File: config.mk
export PLATFORM = sky130hd
export DESIGN_NAME = clt_sep_unit
export DESIGN_NICKNAME = d
export VERILOG_FILES = /design/src/sv/clt_pkg.sv /design/src/sv/clt_sep_unit.sv
export SDC_FILE = /design/constraint.sdc
export NUM_CORES = 1
export LEC_CHECK = 0
export ABC_AREA = 1
export BUFFER_PORTS_ARGS = -buffer_cell sky130_fd_sc_hd__buf_2
export CAP_MARGIN = 20
export CORE_MARGIN = 5
export CORE_UTILIZATION = 60
export DETAILED_ROUTE_END_ITERATION = 16
export PLACE_DENSITY = 0.81
export SYNTH_ARGS = -nofsm -noshare
export SYNTH_HDL_FRONTEND = slang
export SYNTH_SLANG_ARGS = --single-unit
File: constraint.sdc
create_clock -name vclk -period 5.61
set_input_delay 1.4025 -clock vclk [all_inputs]
set_output_delay 1.4025 -clock vclk [all_outputs]
set_load 0.01 [all_outputs]
File: src/sv/clt_pkg.sv
// ----------------------------------------------------------------------------
// clt_pkg
// Shared types and constants for the causal link tester.
// ----------------------------------------------------------------------------
package clt_pkg;

	// Widths of the input fields on the ports
	localparam int unsigned IDX_BITS      = 10;
	localparam int unsigned IN_COORD_BITS = 16;

	// Defaults for the top-level parameters
	localparam int unsigned POINTS_DEF     = 1024;
	localparam int unsigned COORD_BITS_DEF = 16;

	// Fraction bits of the reciprocal used for the index reduction
	localparam int unsigned RECIP_SHIFT = 2 * IDX_BITS;

	// Operation codes
	localparam logic OP_STORE = 1'b0;
	localparam logic OP_PAIR  = 1'b1;

	// Status codes
	localparam logic STAT_OK    = 1'b0;
	localparam logic STAT_ORDER = 1'b1;

	typedef enum logic [2:0] {
		ST_IDLE,
		ST_REDUCE1,
		ST_REDUCE2,
		ST_DISPATCH,
		ST_RD_LATER,
		ST_CHECK,
		ST_WALK,
		ST_FINISH
	} state_t;

	// Flags from the separation unit
	typedef struct packed {
		logic rel_a;    // earlier end vs. candidate
		logic rel_b;    // candidate vs. later end
	} sep_flags_t;

endpackage

File: src/sv/clt_sep_unit.sv
// ----------------------------------------------------------------------------
// clt_sep_unit
// Separation unit: tests a candidate point against both ends of a pair,
// |dt| >= |dx| for each side.
// ----------------------------------------------------------------------------
module clt_sep_unit #(
	parameter int unsigned COORD_BITS = clt_pkg::COORD_BITS_DEF
) (
	input  logic [COORD_BITS-1:0] a_time,
	input  logic [COORD_BITS-1:0] a_space,
	input  logic [COORD_BITS-1:0] b_time,
	input  logic [COORD_BITS-1:0] b_space,
	input  logic [COORD_BITS-1:0] c_time,
	input  logic [COORD_BITS-1:0] c_space,
	output clt_pkg::sep_flags_t   flags
);

	logic [COORD_BITS-1:0] dt_a;
	logic [COORD_BITS-1:0] dx_a;
	logic [COORD_BITS-1:0] dt_b;
	logic [COORD_BITS-1:0] dx_b;

	assign dt_a = (a_time  >= c_time)  ? a_time  - c_time  : c_time  - a_time;
	assign dx_a = (a_space >= c_space) ? a_space - c_space : c_space - a_space;
	assign dt_b = (b_time  >= c_time)  ? b_time  - c_time  : c_time  - b_time;
	assign dx_b = (b_space >= c_space) ? b_space - c_space : c_space - b_space;

	assign flags.rel_a = (dt_a >= dx_a);
	assign flags.rel_b = (dt_b >= dx_b);

endmodule

==> results.cfg <==
[floorplan]
dieArea_um2 = 17250
die_x_um = 131.3
rows = 44
dieHeight_um = 131.3
io_pins = 98
core_area_um2 = 14480
start_util_pct = 61.00

[setup_path]
crit_type = primary input to primary output
critPathLaunchType = primary input
arrival_ns = 4.06
end_kind = primary output
required_ns = 4.21
critPathMaxFanout = 5

[global_route]
grt_pass1_wl_um = 44040
antenna_found_initial = 0
grt_pass1_vias = 9590
grt_max_degree = 20
grt_use_total_pct = 29.23
grt_overflow = 0

[hold_path]
holdPathStages = 8
min_path_type = primary input to primary output

[final_layout]
synthToLayoutAreaGrowth_pct = 10.62
layout-drive-gt1-share_pct = 13.01
final_cell_area_um2 = 9771
clkbuf_count = 0
antenna_cells = 0
regArea_um2 = 0
nets = 2014
seq_cell_count = 0
fill_cells = 1425

[sta]
fin_crit_sh_pct = 97.28
hold_viol = 0
setup_viol = 0
max_slew_margin_pct = 70.62
max_freq_ghz = 0.1832
hold_ws_ns = 3.717
min_period_ns = 5.458
setup_ws_ns = 0.1524
maxSlewViolCount = 0
rsz0062_at_grt = true
tightest_slew_ns = 0.4361

[power]
power.density_nw_per_um2 = 134.4
ir_worst_vdd_mv = 0.06226
total_leakage_power_nw = 6.187

[synthesis]
yosysMostFrequentCell = nand2_1
synthDistinctLibCells = 39
postSynthNetCount = 1916
ys_seq_area_share_pct = 0
syn-mean-instance-area_um2 = 5.333
synth_commonest_cells = nand2_1, inv_1, ha_1
synth_area_leaders = nand2_1, ha_1, inv_1
synth_top_cell_area_share_pct = 26.99
syn_inst = 1656
synth_top_area_cell = nand2_1
synth_warnings = 0
syn_area_um2 = 8832

[status]
outcome = finished clean

[detailed_routing]
ant_nets = 0
drcViolationCount = 0
drtIter0Drc = 835
routed_via_density = 5.374
wire_per_inst_um = 14.06
wirelength_um = 27210
firstDrtPassIters = 6
vias = 10404

[place]
numPortBuffers = 98
gp_congestion = 1.076
dpl_cell_area_um2 = 9484
hpwl_um = 23810
dpl_worst_slack_ns = 0.06542

[job]
maxCapViolCount = 0
## timing repair
item | in CTS | in global routing
hold endpoints to repair | 0 | 0
setup endpoints to repair | 0 | 2
resized for setup | 0 | 59
hold buffers | 0 | 0
buffers inserted | 0 | 6
## cell families (layout without fill, tap and decap cells)
kind of cell | after synthesis | in the layout | synth area share [%]
adders and majority gates | 164 | 164 | 23.91
buffers and inverters | 373 | 469 | 17.48
AOI/OAI and AO/OA | 147 | 147 | 8.882
xor gates and xnor gates | 52 | 52 | 5.157
and+or+nand+nor | 920 | 920 | 44.57
## report_power, final
group          internal (mW)  total (mW)  switching (mW)
sequential                 0           0               0
clock                      0           0               0
combinational          0.501        1.31           0.812
total                  0.501        1.31           0.812
## cell usage in the layout, fill, tap and decap left out, types with 8 or more instances in the layout
| cell type | n |
|---|---|
| o21ai_0 | 19 |
| nor2_1 | 63 |
| nand3_1 | 135 |
| ha_2 | 11 |
| nand4_1 | 18 |
| o21ai_1 | 21 |
| ha_1 | 140 |
| nand3_2 | 12 |
| xnor2_1 | 19 |
| inv_2 | 9 |
| a21oi_1 | 91 |
| inv_1 | 327 |
| nand2_2 | 18 |
| xor2_1 | 33 |
| nand2_1 | 628 |
| buf_2 | 96 |
| buf_4 | 28 |
| and2_1 | 11 |
| nand2_4 | 8 |
## stage by stage
| step | std cells | utilization (%) | TNS (ns) | total power, mW |
|---|---|---|---|---|
| after CTS | 1929 | 65.50 | 0 | 1.217 |
| after global placement | 1929 | 65.50 | 0 | 1.191 |
| after floorplan | 1656 | - | 0 | 0.9018 |
| final | 1936 | 67.48 | 0 | 1.313 |
| after global routing | 1936 | 67.48 | -0.07062 | 1.473 |
| after detailed placement | 1929 | 65.50 | 0 | 1.209 |
## cell type report
type                            count  area (µm²)  share of cell area [%]
Tap cell                          184       230.2                   2.356
Multi-Input combinational cell   1283        7483                   76.59
Timing Repair Buffer              130       777.0                   7.952
Inverter                          339        1280                   13.10
## worst max-delay path, cell delays in order
cell and delay, ns:
buf_2 0.13, inv_2 0.05, ha_2 0.16, inv_2 0.05, fa_2 0.39, nand2_2 0.09
nand2_2 0.06, nand3_2 0.10, nand3_4 0.10, a21oi_4 0.32, clkbuf_16 0.21, nand2_1 0.06
nand2_2 0.11, ha_4 0.20, nand4_1 0.11, inv_1 0.05, nand2_1 0.06, o211ai_1 0.09
nand2_1 0.10, nand3_2 0.08, buf_6 0.13
## layer usage
metal  track usage (%)  share of wire, %
met5                 0                 0
met4             9.543               4.1
met2             50.51                45
met3             2.217               8.0
met1             38.54                43
## final timing paths
path	from	endpoint	slack, ns
worst max-delay path	b_space[0]	flags[0]	0.15
worst min-delay path	c_time[0]	flags[0]	3.72
Note: power is estimated with default switching activity, not from simulation.
