<file path="config.mk">
export PLATFORM = sky130hd
export DESIGN_NAME = clt_idx_reduce
export DESIGN_NICKNAME = d
export VERILOG_FILES = /design/src/sv/clt_pkg.sv /design/src/sv/clt_idx_reduce.sv
export SDC_FILE = /design/constraint.sdc
export NUM_CORES = 1
export LEC_CHECK = 0
export BUFFER_PORTS_ARGS = -buffer_cell sky130_fd_sc_hd__buf_2
export CAP_MARGIN = 20
export CORE_AREA = 2 2 39 41
export DETAILED_ROUTE_END_ITERATION = 8
export DIE_AREA = 0 0 41 43
export GPL_ROUTABILITY_DRIVEN = 0
export SLEW_MARGIN = 20
export SYNTH_ARGS = -nofsm -noshare
export SYNTH_HDL_FRONTEND = slang
export SYNTH_SLANG_ARGS = --single-unit
</file>
<file path="constraint.sdc">
create_clock -name clk -period 0.8 [get_ports clk]
set_input_delay 0.16 -clock clk [delete_from_list [all_inputs] [get_ports clk]]
set_output_delay 0.16 -clock clk [all_outputs]
set_load 0.03 [all_outputs]
</file>
<file path="src/sv/clt_pkg.sv">
// ----------------------------------------------------------------------------
// clt_pkg
// Shared types and constants for the causal link tester.
// ----------------------------------------------------------------------------
package clt_pkg;

	// Widths of the input fields on the ports
	localparam int unsigned IDX_BITS      = 10;
	localparam int unsigned IN_COORD_BITS = 16;

	// Defaults for the top-level parameters
	localparam int unsigned POINTS_DEF     = 1024;
	localparam int unsigned COORD_BITS_DEF = 16;

	// Fraction bits of the reciprocal used for the index reduction
	localparam int unsigned RECIP_SHIFT = 2 * IDX_BITS;

	// Operation codes
	localparam logic OP_STORE = 1'b0;
	localparam logic OP_PAIR  = 1'b1;

	// Status codes
	localparam logic STAT_OK    = 1'b0;
	localparam logic STAT_ORDER = 1'b1;

	typedef enum logic [2:0] {
		ST_IDLE,
		ST_REDUCE1,
		ST_REDUCE2,
		ST_DISPATCH,
		ST_RD_LATER,
		ST_CHECK,
		ST_WALK,
		ST_FINISH
	} state_t;

	// Flags from the separation unit
	typedef struct packed {
		logic rel_a;    // earlier end vs. candidate
		logic rel_b;    // candidate vs. later end
	} sep_flags_t;

endpackage

</file>
<file path="src/sv/clt_idx_reduce.sv">
// ----------------------------------------------------------------------------
// clt_idx_reduce
// Two-stage reduction of a port index modulo POINTS (reciprocal multiply,
// then one correcting subtract; indices pass through when POINTS >= 2**IDX_BITS).
// ----------------------------------------------------------------------------
module clt_idx_reduce #(
	parameter int unsigned POINTS = clt_pkg::POINTS_DEF
) (
	input  logic                          clk,
	input  logic [clt_pkg::IDX_BITS-1:0]  idx,
	output logic [$clog2(POINTS)-1:0]     idx_s2
);

	localparam int unsigned AW = $clog2(POINTS);
	localparam int unsigned IW = clt_pkg::IDX_BITS;
	localparam int unsigned RS = clt_pkg::RECIP_SHIFT;

	generate
		if (POINTS >= (1 << IW)) begin : g_wide
			// Every port index is already a valid slot
			logic [IW-1:0] idx_s1;

			always_ff @(posedge clk) begin
				idx_s1 <= idx;
				idx_s2 <= AW'(idx_s1);
			end
		end else begin : g_narrow
			localparam logic [RS-1:0] RECIP = RS'((1 << RS) / POINTS);

			logic [IW+RS-1:0] prod;
			logic [IW-1:0]    idx_s1;
			logic [IW-1:0]    quot_s1;
			logic [RS-1:0]    back;
			logic [IW:0]      rem_raw;
			logic [IW:0]      rem_fix;

			assign prod = (IW+RS)'(idx) * (IW+RS)'(RECIP);

			// Quotient estimate is low by at most one: correct once
			assign back    = RS'(quot_s1) * RS'(POINTS);
			assign rem_raw = (IW+1)'(idx_s1) - (IW+1)'(back);
			assign rem_fix = (rem_raw >= (IW+1)'(POINTS)) ? rem_raw - (IW+1)'(POINTS) : rem_raw;

			always_ff @(posedge clk) begin
				idx_s1  <= idx;
				quot_s1 <= prod[IW+RS-1 -: IW];
				idx_s2  <= AW'(rem_fix);
			end
		end
	endgenerate

endmodule

</file>
==> metrics.txt, run 1 <==
critical path's slowest cell dfxtp_2; Detailed Route WL 684 um; largest net degree at the start of global routing 13; setup ws final -0.117 ns; TritonRoute pass-1 iters 2; RSZ-0062 raised after global routing yes; clock-pin slew on the worst setup and hold paths 0.11 ns; Die ar. 1760 um2; Num CTS Buffers 3; crit path DAT 0.76 ns; Final Max Tran Viols 0; Avg Inst Size Synth 20.0 um2; cells along the critical path buf_6; Worst Hold Endpoint idx_s2[9]; distinct cell type count after synthesis 1; Hold Crit Class reg -> reg; Max-cap violations 0; Remaining DRCs 0; cells after synthesis 20; CP max FO 1; worst-skew pair later-pin latency a little under 0.3 ns; synth-to-layout area growth 86.9%; grt total ovfl 0; # fillers 118; core area 1380 um2; # clock sinks 20; First DRT Iteration DRCs 3; FP Rows 14; H-tree Lvls 1; routed len/inst 9.77 um; NumNets Final 66; peak supply drop roughly 1600 uV; CP peak stage delay 0.34 ns; Layout Skew between 0.0007 and 0.0008 ns; Final period util 115%; Seq cells post-synth 20; Overall Global Routing Usage 9.98%; f_max 1090 MHz; crit path kind reg -> out; Slew @ Worst Pin roughly 0.11 ns; Syn. warnings 0; Slew HR 92.9%; Longest Clk Path Bufs 2; clock root cell clkbuf_4; Cell Area, Synth 400 um2; Leak 0.000338 uW; r2r startpoint g_wide.idx_s1[7]; PortBufs 20; Worst setup SP type flip-flop; hold path startpoint g_wide.idx_s1[9]; worst hold path depth 0; Die Ht 43 um; pwr dens between 2000 and 3000 nW/um2; critical path capture point type primary output; R2R Setup Slk 0.40 ns; failing checks setup timing; most frequent cells in the layout dfxtp_1 (10), dlygate4sd3_1 (10), dfxtp_2 (10), buf_2 (10), buf_6 (10); initial antenna violation count 0; share of cells above drive strength 1 63.0%; Worst path depth 1; CP top delay family flip-flops; setup TNS -1.09 ns; Reg2Reg Depth 0; post-place setup slack 0.162 ns; minimum clock period 0.917 ns; Post-DRT Antenna Nets 0; Post-Syn Nets 31; first-pass GRT wire length between 1000 and 1500 um; status complete, but fails checks; Multi-input gate area 0 um2; Crit path required time 0.64 ns; vias 236; sequential share of the synthesized area 100%; CTS tree done; routed vias/inst approximately 3.4; crit path buf inv count 1; DIE WIDTH 41 um; I/O Pins 21; worst r2r dst idx_s2[7]; Setup-failing EPs final 10; Initial Utilization slightly below 30%; vias in the first global route 238; Ant. Diodes 0; comb_multi_in 0; Hold Fails Final Rpt 0
-- cell usage after synthesis, drive strengths merged --
cell,instances,share of area [%]
dfxtp,20,100
-- what timing repair did --
action	4_1_cts	5_1_grt
hold buffers	10	0
endpoints found under the setup margin	10	10
gates resized for setup	30	0
endpoints found under the hold margin	10	0
setup buffers	0	0
pin swaps	0	0
-- kinds of logic (layout without fill, tap and decap cells) --
kind of cell / Yosys count / in the layout / synth area share [%]
buffers and inverters: 0 / 34 / 0
DFF: 20 / 20 / 100
-- how the worst max path moves through the flow --
stage	start	end	slack (ns)
2_1_floorplan	idx_s2[0]	idx_s2[0]	0.18
3_3_place_gp	idx_s2[4]	idx_s2[4]	0.17
3_5_place_dp	idx_s2[2]	idx_s2[2]	0.16
4_1_cts	idx_s2[0]	idx_s2[0]	-0.14
5_1_grt	idx_s2[0]	idx_s2[0]	-0.16
6_report	idx_s2[0]	idx_s2[0]	-0.12
-- metrics by stage --
| stage | cell area (um2) | hold slack (ns) | util [%] | std cells | power [uW] |
|---|---|---|---|---|---|
| global route | 748 | 0.337 | 54.1 | 70 | 2120 |
| global placement | 520 | 0.264 | 37.6 | 56 | 1180 |
| finish | 748 | 0.332 | 54.1 | 70 | 2040 |
| CTS | 748 | 0.333 | 54.1 | 70 | 2070 |
| floorplan | 400 | 0.188 | - | 20 | 1140 |
| detailed placement | 520 | 0.264 | 37.6 | 56 | 1190 |
-- per-layer routing --
layer / part of all wire (%) / vias up / global-route usage [%]
li1: - / 130 / -
met1: 40 / 97 / 9.43
met2: 55 / 9 / 14.4
met3: 5.1 / 0 / 4.71
met4: 0 / 0 / 10.0
met5: 0 / - / 0
-- flip-flops by register name, summed over array words and instances, names as in the netlist --
register       flops
g_wide.idx_s1     10
idx_s2            10
-- power breakdown --
part / switching, uW / internal, uW
clock: 288 / 506
sequential: 15.9 / 1050
combinational: 75.9 / 97.3
total: 379 / 1660
-- area by class of cell --
cell class	count	area [um2]	area share, %
Clock buffer	3	22.5	3.01
Clock inverter	1	30.0	4.01
Sequential cell	20	413	55.2
Tap cell	16	20.0	2.68
Timing Repair Buffer	30	263	35.1
Power figures use the tool's default switching activity.
==> run 2, diff against run 1 <==
- CELL_PAD_IN_SITES_DETAIL_PLACEMENT: not set -> 0
- CELL_PAD_IN_SITES_GLOBAL_PLACEMENT: not set -> 1
- PLACE_DENSITY_LB_ADDON: not set -> 0.1
==> metrics.txt, run 2 (synthesis gave the netlist of run 1 again) <==
crit path buf inv count 1; grt total ovfl 0; cells along the critical path buf_6; Die ar. ~1800 um2; clock-pin slew on the worst setup and hold paths roughly 0.10 ns; Combinational Power Share 10.1%; met3 GRT Util 3.14%; Overall Global Routing Usage about 8.5%; Max-cap violations 0; synth-to-layout area growth 79.4%; Clk pwr share around 26%; core area approximately 1400 um2; Leak between 0.0003 and 0.0004 uW; Crit path required time 0.64 ns; most frequent cells in the layout dfxtp_1 (10), dlygate4sd3_1 (10), dfxtp_2 (10), buf_2 (10), buf_6 (10); Layout Skew 0.00128 ns; Setup-failing EPs final 10; TritonRoute pass-1 iters 1; Hold Crit Class reg -> reg; sw power around 350 uW; Worst setup SP type flip-flop; setup ws final -0.101 ns; DIE WIDTH between 40 and 50 um; CP max FO 1; comb_multi_in 0; # fillers between 100 and 150; Flop pwr share 63.9%; f_max approximately 1100 MHz; Die Ht 43 um; Final period util 113%; fin util between 50% and 60%; clock root cell clkbuf_4; register area 413 um2; Final Max Tran Viols 0; Multi-input gate area 0 um2; worst-skew pair later-pin latency ~0.28 ns; minimum clock period 0.901 ns; worst hold path depth 0; Overall Power 1680 uW; Worst path depth 1; tightest hold margin 0.331 ns; initial antenna violation count 0; vias 251; critical path capture point type primary output; most crowded layer after global routing met2; Slew HR 93.6%; Num CTS Buffers 3; r2r startpoint g_wide.idx_s1[6]; H-tree Lvls 1; Longest Clk Path Bufs 2; worst r2r dst idx_s2[6]; peak supply drop 1200 uV; status complete, but fails checks; setup TNS -0.981 ns; Initial Utilization 28.9%; I/O Pins 21; # clock sinks 20; routed len/inst 8.71 um; critical path's slowest cell dfxtp_2; biggest regs g_wide.idx_s1 (10), idx_s2 (10); R2R Setup Slk between 0.3 and 0.4 ns; failing checks setup timing; met2 global-route usage 14.4%; CTS tree done; Worst Hold Endpoint idx_s2[5]; Slew @ Worst Pin 0.0965 ns; CP top delay family flip-flops; Detailed Route WL 601 um; crit path kind reg -> out; FP Rows 14; Reg2Reg Depth 0; share of cells above drive strength 1 62.3%; vias in the first global route 259; Post-CTS Setup Repair Bufs 0; routed vias/inst 3.64; Post-DRT Antenna Nets 0; switching share of power between 20% and 30%; Remaining DRCs 0; post-place setup slack around 0.15 ns; Cell Int Power ~1300 uW; hold path startpoint g_wide.idx_s1[5]; Ant. Diodes 0; crit path DAT 0.74 ns; pwr dens approximately 2300 nW/um2; met1 Use GR between 7 and 8%; Hold Fails Final Rpt 0; PortBufs 20; largest net degree at the start of global routing 11; First DRT Iteration DRCs 0; first-pass GRT wire length 952 um; NumNets Final 66; RSZ-0062 raised after global routing yes; CP peak stage delay about 0.34 ns
==> run 2: cell types whose count changed in the layout (fill, tap and decap cells not counted), sizes merged <==
cell,before,now
bufinv,1,0
==> run 2: power groups by stage <==
stage	logic (uW)	registers, uW	clock network [uW]
CTS	170	1070	459
floorplan	0	1140	0
global route	179	1080	492
global placement	103	1080	0
detailed placement	102	1080	0
finish	170	1070	435
==> run 2: final cells by class <==
cell class,count,share of cell area (%)
repair buffers,30,36.6
well taps,16,2.79
clock buffers,3,3.14
flip-flops and latches,20,57.5
==> run 2: stage by stage <==
step                      instance area, um2  std cells
after floorplan                          400         20
after global placement                   520         56
after detailed placement                 520         56
after CTS                                718         69
after global routing                     718         69
final                                    718         69
==> run 2: routing by layer <==
| layer | up-vias | wire length (um) |
|---|---|---|
| met5 | - | 0 |
| met4 | 0 | 0 |
| met3 | 0 | 40 |
| met2 | 11 | 359 |
| met1 | 113 | 200 |
| li1 | 127 | - |
==> run 2: worst max path at each step <==
stage               startpoint         to  slack [ns]
CTS                  idx_s2[6]  idx_s2[6]       -0.12
global route         idx_s2[8]  idx_s2[8]       -0.14
finish               idx_s2[6]  idx_s2[6]       -0.10
detailed placement   idx_s2[6]  idx_s2[6]        0.15
global placement     idx_s2[4]  idx_s2[4]        0.17
floorplan            idx_s2[0]  idx_s2[0]        0.18
==> run 2: repair_timing <==
action | in CTS | in global routing
resized for setup | 30 | 0
hold buffers | 10 | 0
endpoints found under the setup margin | 10 | 10
hold endpoints to repair | 10 | 0
==> run 3, diff against run 2 <==
--- a/config.mk
+++ b/config.mk
@@ -16,2 +16,3 @@
 export PLACE_DENSITY_LB_ADDON = 0.1
+export RECOVER_POWER = 25
 export SLEW_MARGIN = 20
--- a/constraint.sdc
+++ b/constraint.sdc
@@ -3,2 +3,2 @@
 set_output_delay 0.16 -clock clk [all_outputs]
-set_load 0.03 [all_outputs]
+set_load 0.1 [all_outputs]
==> metrics.txt, run 3 (synthesis gave the netlist of run 1 again) <==
vias 258; most frequent cells in the layout dfxtp_1 (10), dlygate4sd3_1 (10), dfxtp_2 (10), buf_2 (10), buf_12 (10); synth-to-layout area growth 101%; Initial Utilization 28.9%; Remaining DRCs 0; Reg2Reg Depth 0; vias in the first global route roughly 260; CP top delay family flip-flops; failing checks setup timing; placed cell count 56; largest net degree at the start of global routing 11; Die ar. 1760 um2; clock root cell clkbuf_4; # clock sinks 20; Slew @ Worst Pin around 0.094 ns; grt total ovfl 0; Ant. Diodes 0; Detailed Route WL between 500 and 600 um; routed vias/inst 3.74; f_max 1040 MHz; r2r startpoint g_wide.idx_s1[9]; Setup-failing EPs final 10; worst r2r dst idx_s2[9]; Final Max Tran Viols 0; Final period util 120%; biggest regs g_wide.idx_s1 (10), idx_s2 (10); Non-Filler Instances 69; setup TNS -1.59 ns; Crit path required time 0.64 ns; routed len/inst 8.46 um; Num CTS Buffers 3; CTS tree done; Post-CTS Setup Repair Bufs 0; H-tree Lvls 1; pwr dens 2320 nW/um2; initial antenna violation count 0; status complete, but fails checks; minimum clock period 0.962 ns; R2R Setup Slk 0.40 ns; I/O Pins 21; Max-cap violations 0; Worst path depth 1; Multi-input gate area 0 um2; crit path buf inv count 1; DIE WIDTH 41 um; Overall Global Routing Usage between 8 and 9%; hold path startpoint g_wide.idx_s1[2]; peak supply drop 1190 uV; Longest Clk Path Bufs 2; FP Rows 14; Worst setup SP type flip-flop; share of cells above drive strength 1 62.3%; PortBufs 20; core area approximately 1400 um2; Hold Fails Final Rpt 0; CP max FO 1; cells along the critical path buf_12; crit path capture idx_s2[2]; CP peak stage delay 0.35 ns; Leak 0.000358 uW; TritonRoute pass-1 iters 1; Post-DRT Antenna Nets 0; critical path's slowest cell dfxtp_2; Die Ht 43 um; clock-pin slew on the worst setup and hold paths 0.09 ns; Layout Skew 0.000146 ns; comb_multi_in 0; worst-skew pair later-pin latency 0.28 ns; Worst Setup SP idx_s2[2]; first-pass GRT wire length 903 um; Hold Crit Class reg -> reg; crit path kind reg -> out; First DRT Iteration DRCs 0; NumNets Final 66; critical path capture point type primary output; setup ws final -0.162 ns; crit path DAT approximately 0.80 ns; RSZ-0062 raised after global routing yes; Slew HR 93.8%
run 3: cell counts in the layout (fill, tap and decap cells not counted):
No cell type changed its count.
run 3: power breakdown:
part           switching [uW]  internal, uW  total [uW]  leakage [uW]
registers                26.0          1050        1080      0.000169
logic                     215           148         363      0.000175
clock network             248           174         422     0.0000138
total                     489          1380        1870      0.000358
run 3: repair_timing:
item | in CTS | in global routing
gates resized for setup | 0 | 0
cloned | 0 | 0
setup endpoints to repair | 10 | 10
hold endpoints to repair | 10 | 0
pin swaps | 0 | 0
hold buffers | 10 | 0
run 3: worst min path at each step:
stage,end,slack [ns],depth (start not counted)
floorplan,g_wide.idx_s1[0],0.19,0
finish,idx_s2[2],0.33,0
CTS,idx_s2[5],0.33,0
detailed placement,g_wide.idx_s1[3],0.26,1
global route,idx_s2[5],0.33,0
global placement,g_wide.idx_s1[5],0.26,1
run 3: per-stage QoR:
stage | setup WS [ns] | total power [uW] | hold slack [ns] | cell area [um2] | util [%]
6_report | -0.162 | 1870 | 0.330 | 806 | 58.2
5_1_grt | -0.197 | 1940 | 0.334 | 806 | 58.2
4_1_cts | -0.185 | 1900 | 0.332 | 806 | 58.2
3_5_place_dp | 0.142 | 1430 | 0.264 | 683 | 49.4
3_3_place_gp | 0.149 | 1430 | 0.262 | 683 | 49.4
2_1_floorplan | 0.0142 | 1290 | 0.188 | 413 | -
run 3: routing by layer:
layer  global-route usage, %  part of all wire [%]
met3                    3.14                   6.2
met1                    6.06                    33
met5                       0                     0
met4                    6.00                  0.68
met2                    14.4                    60
run 3: area by class of cell:
class,count,area (um2)
clock buffers,3,22.5
well taps,16,20.0
flip-flops and latches,20,413
fillers,111,578
repair buffers,30,350
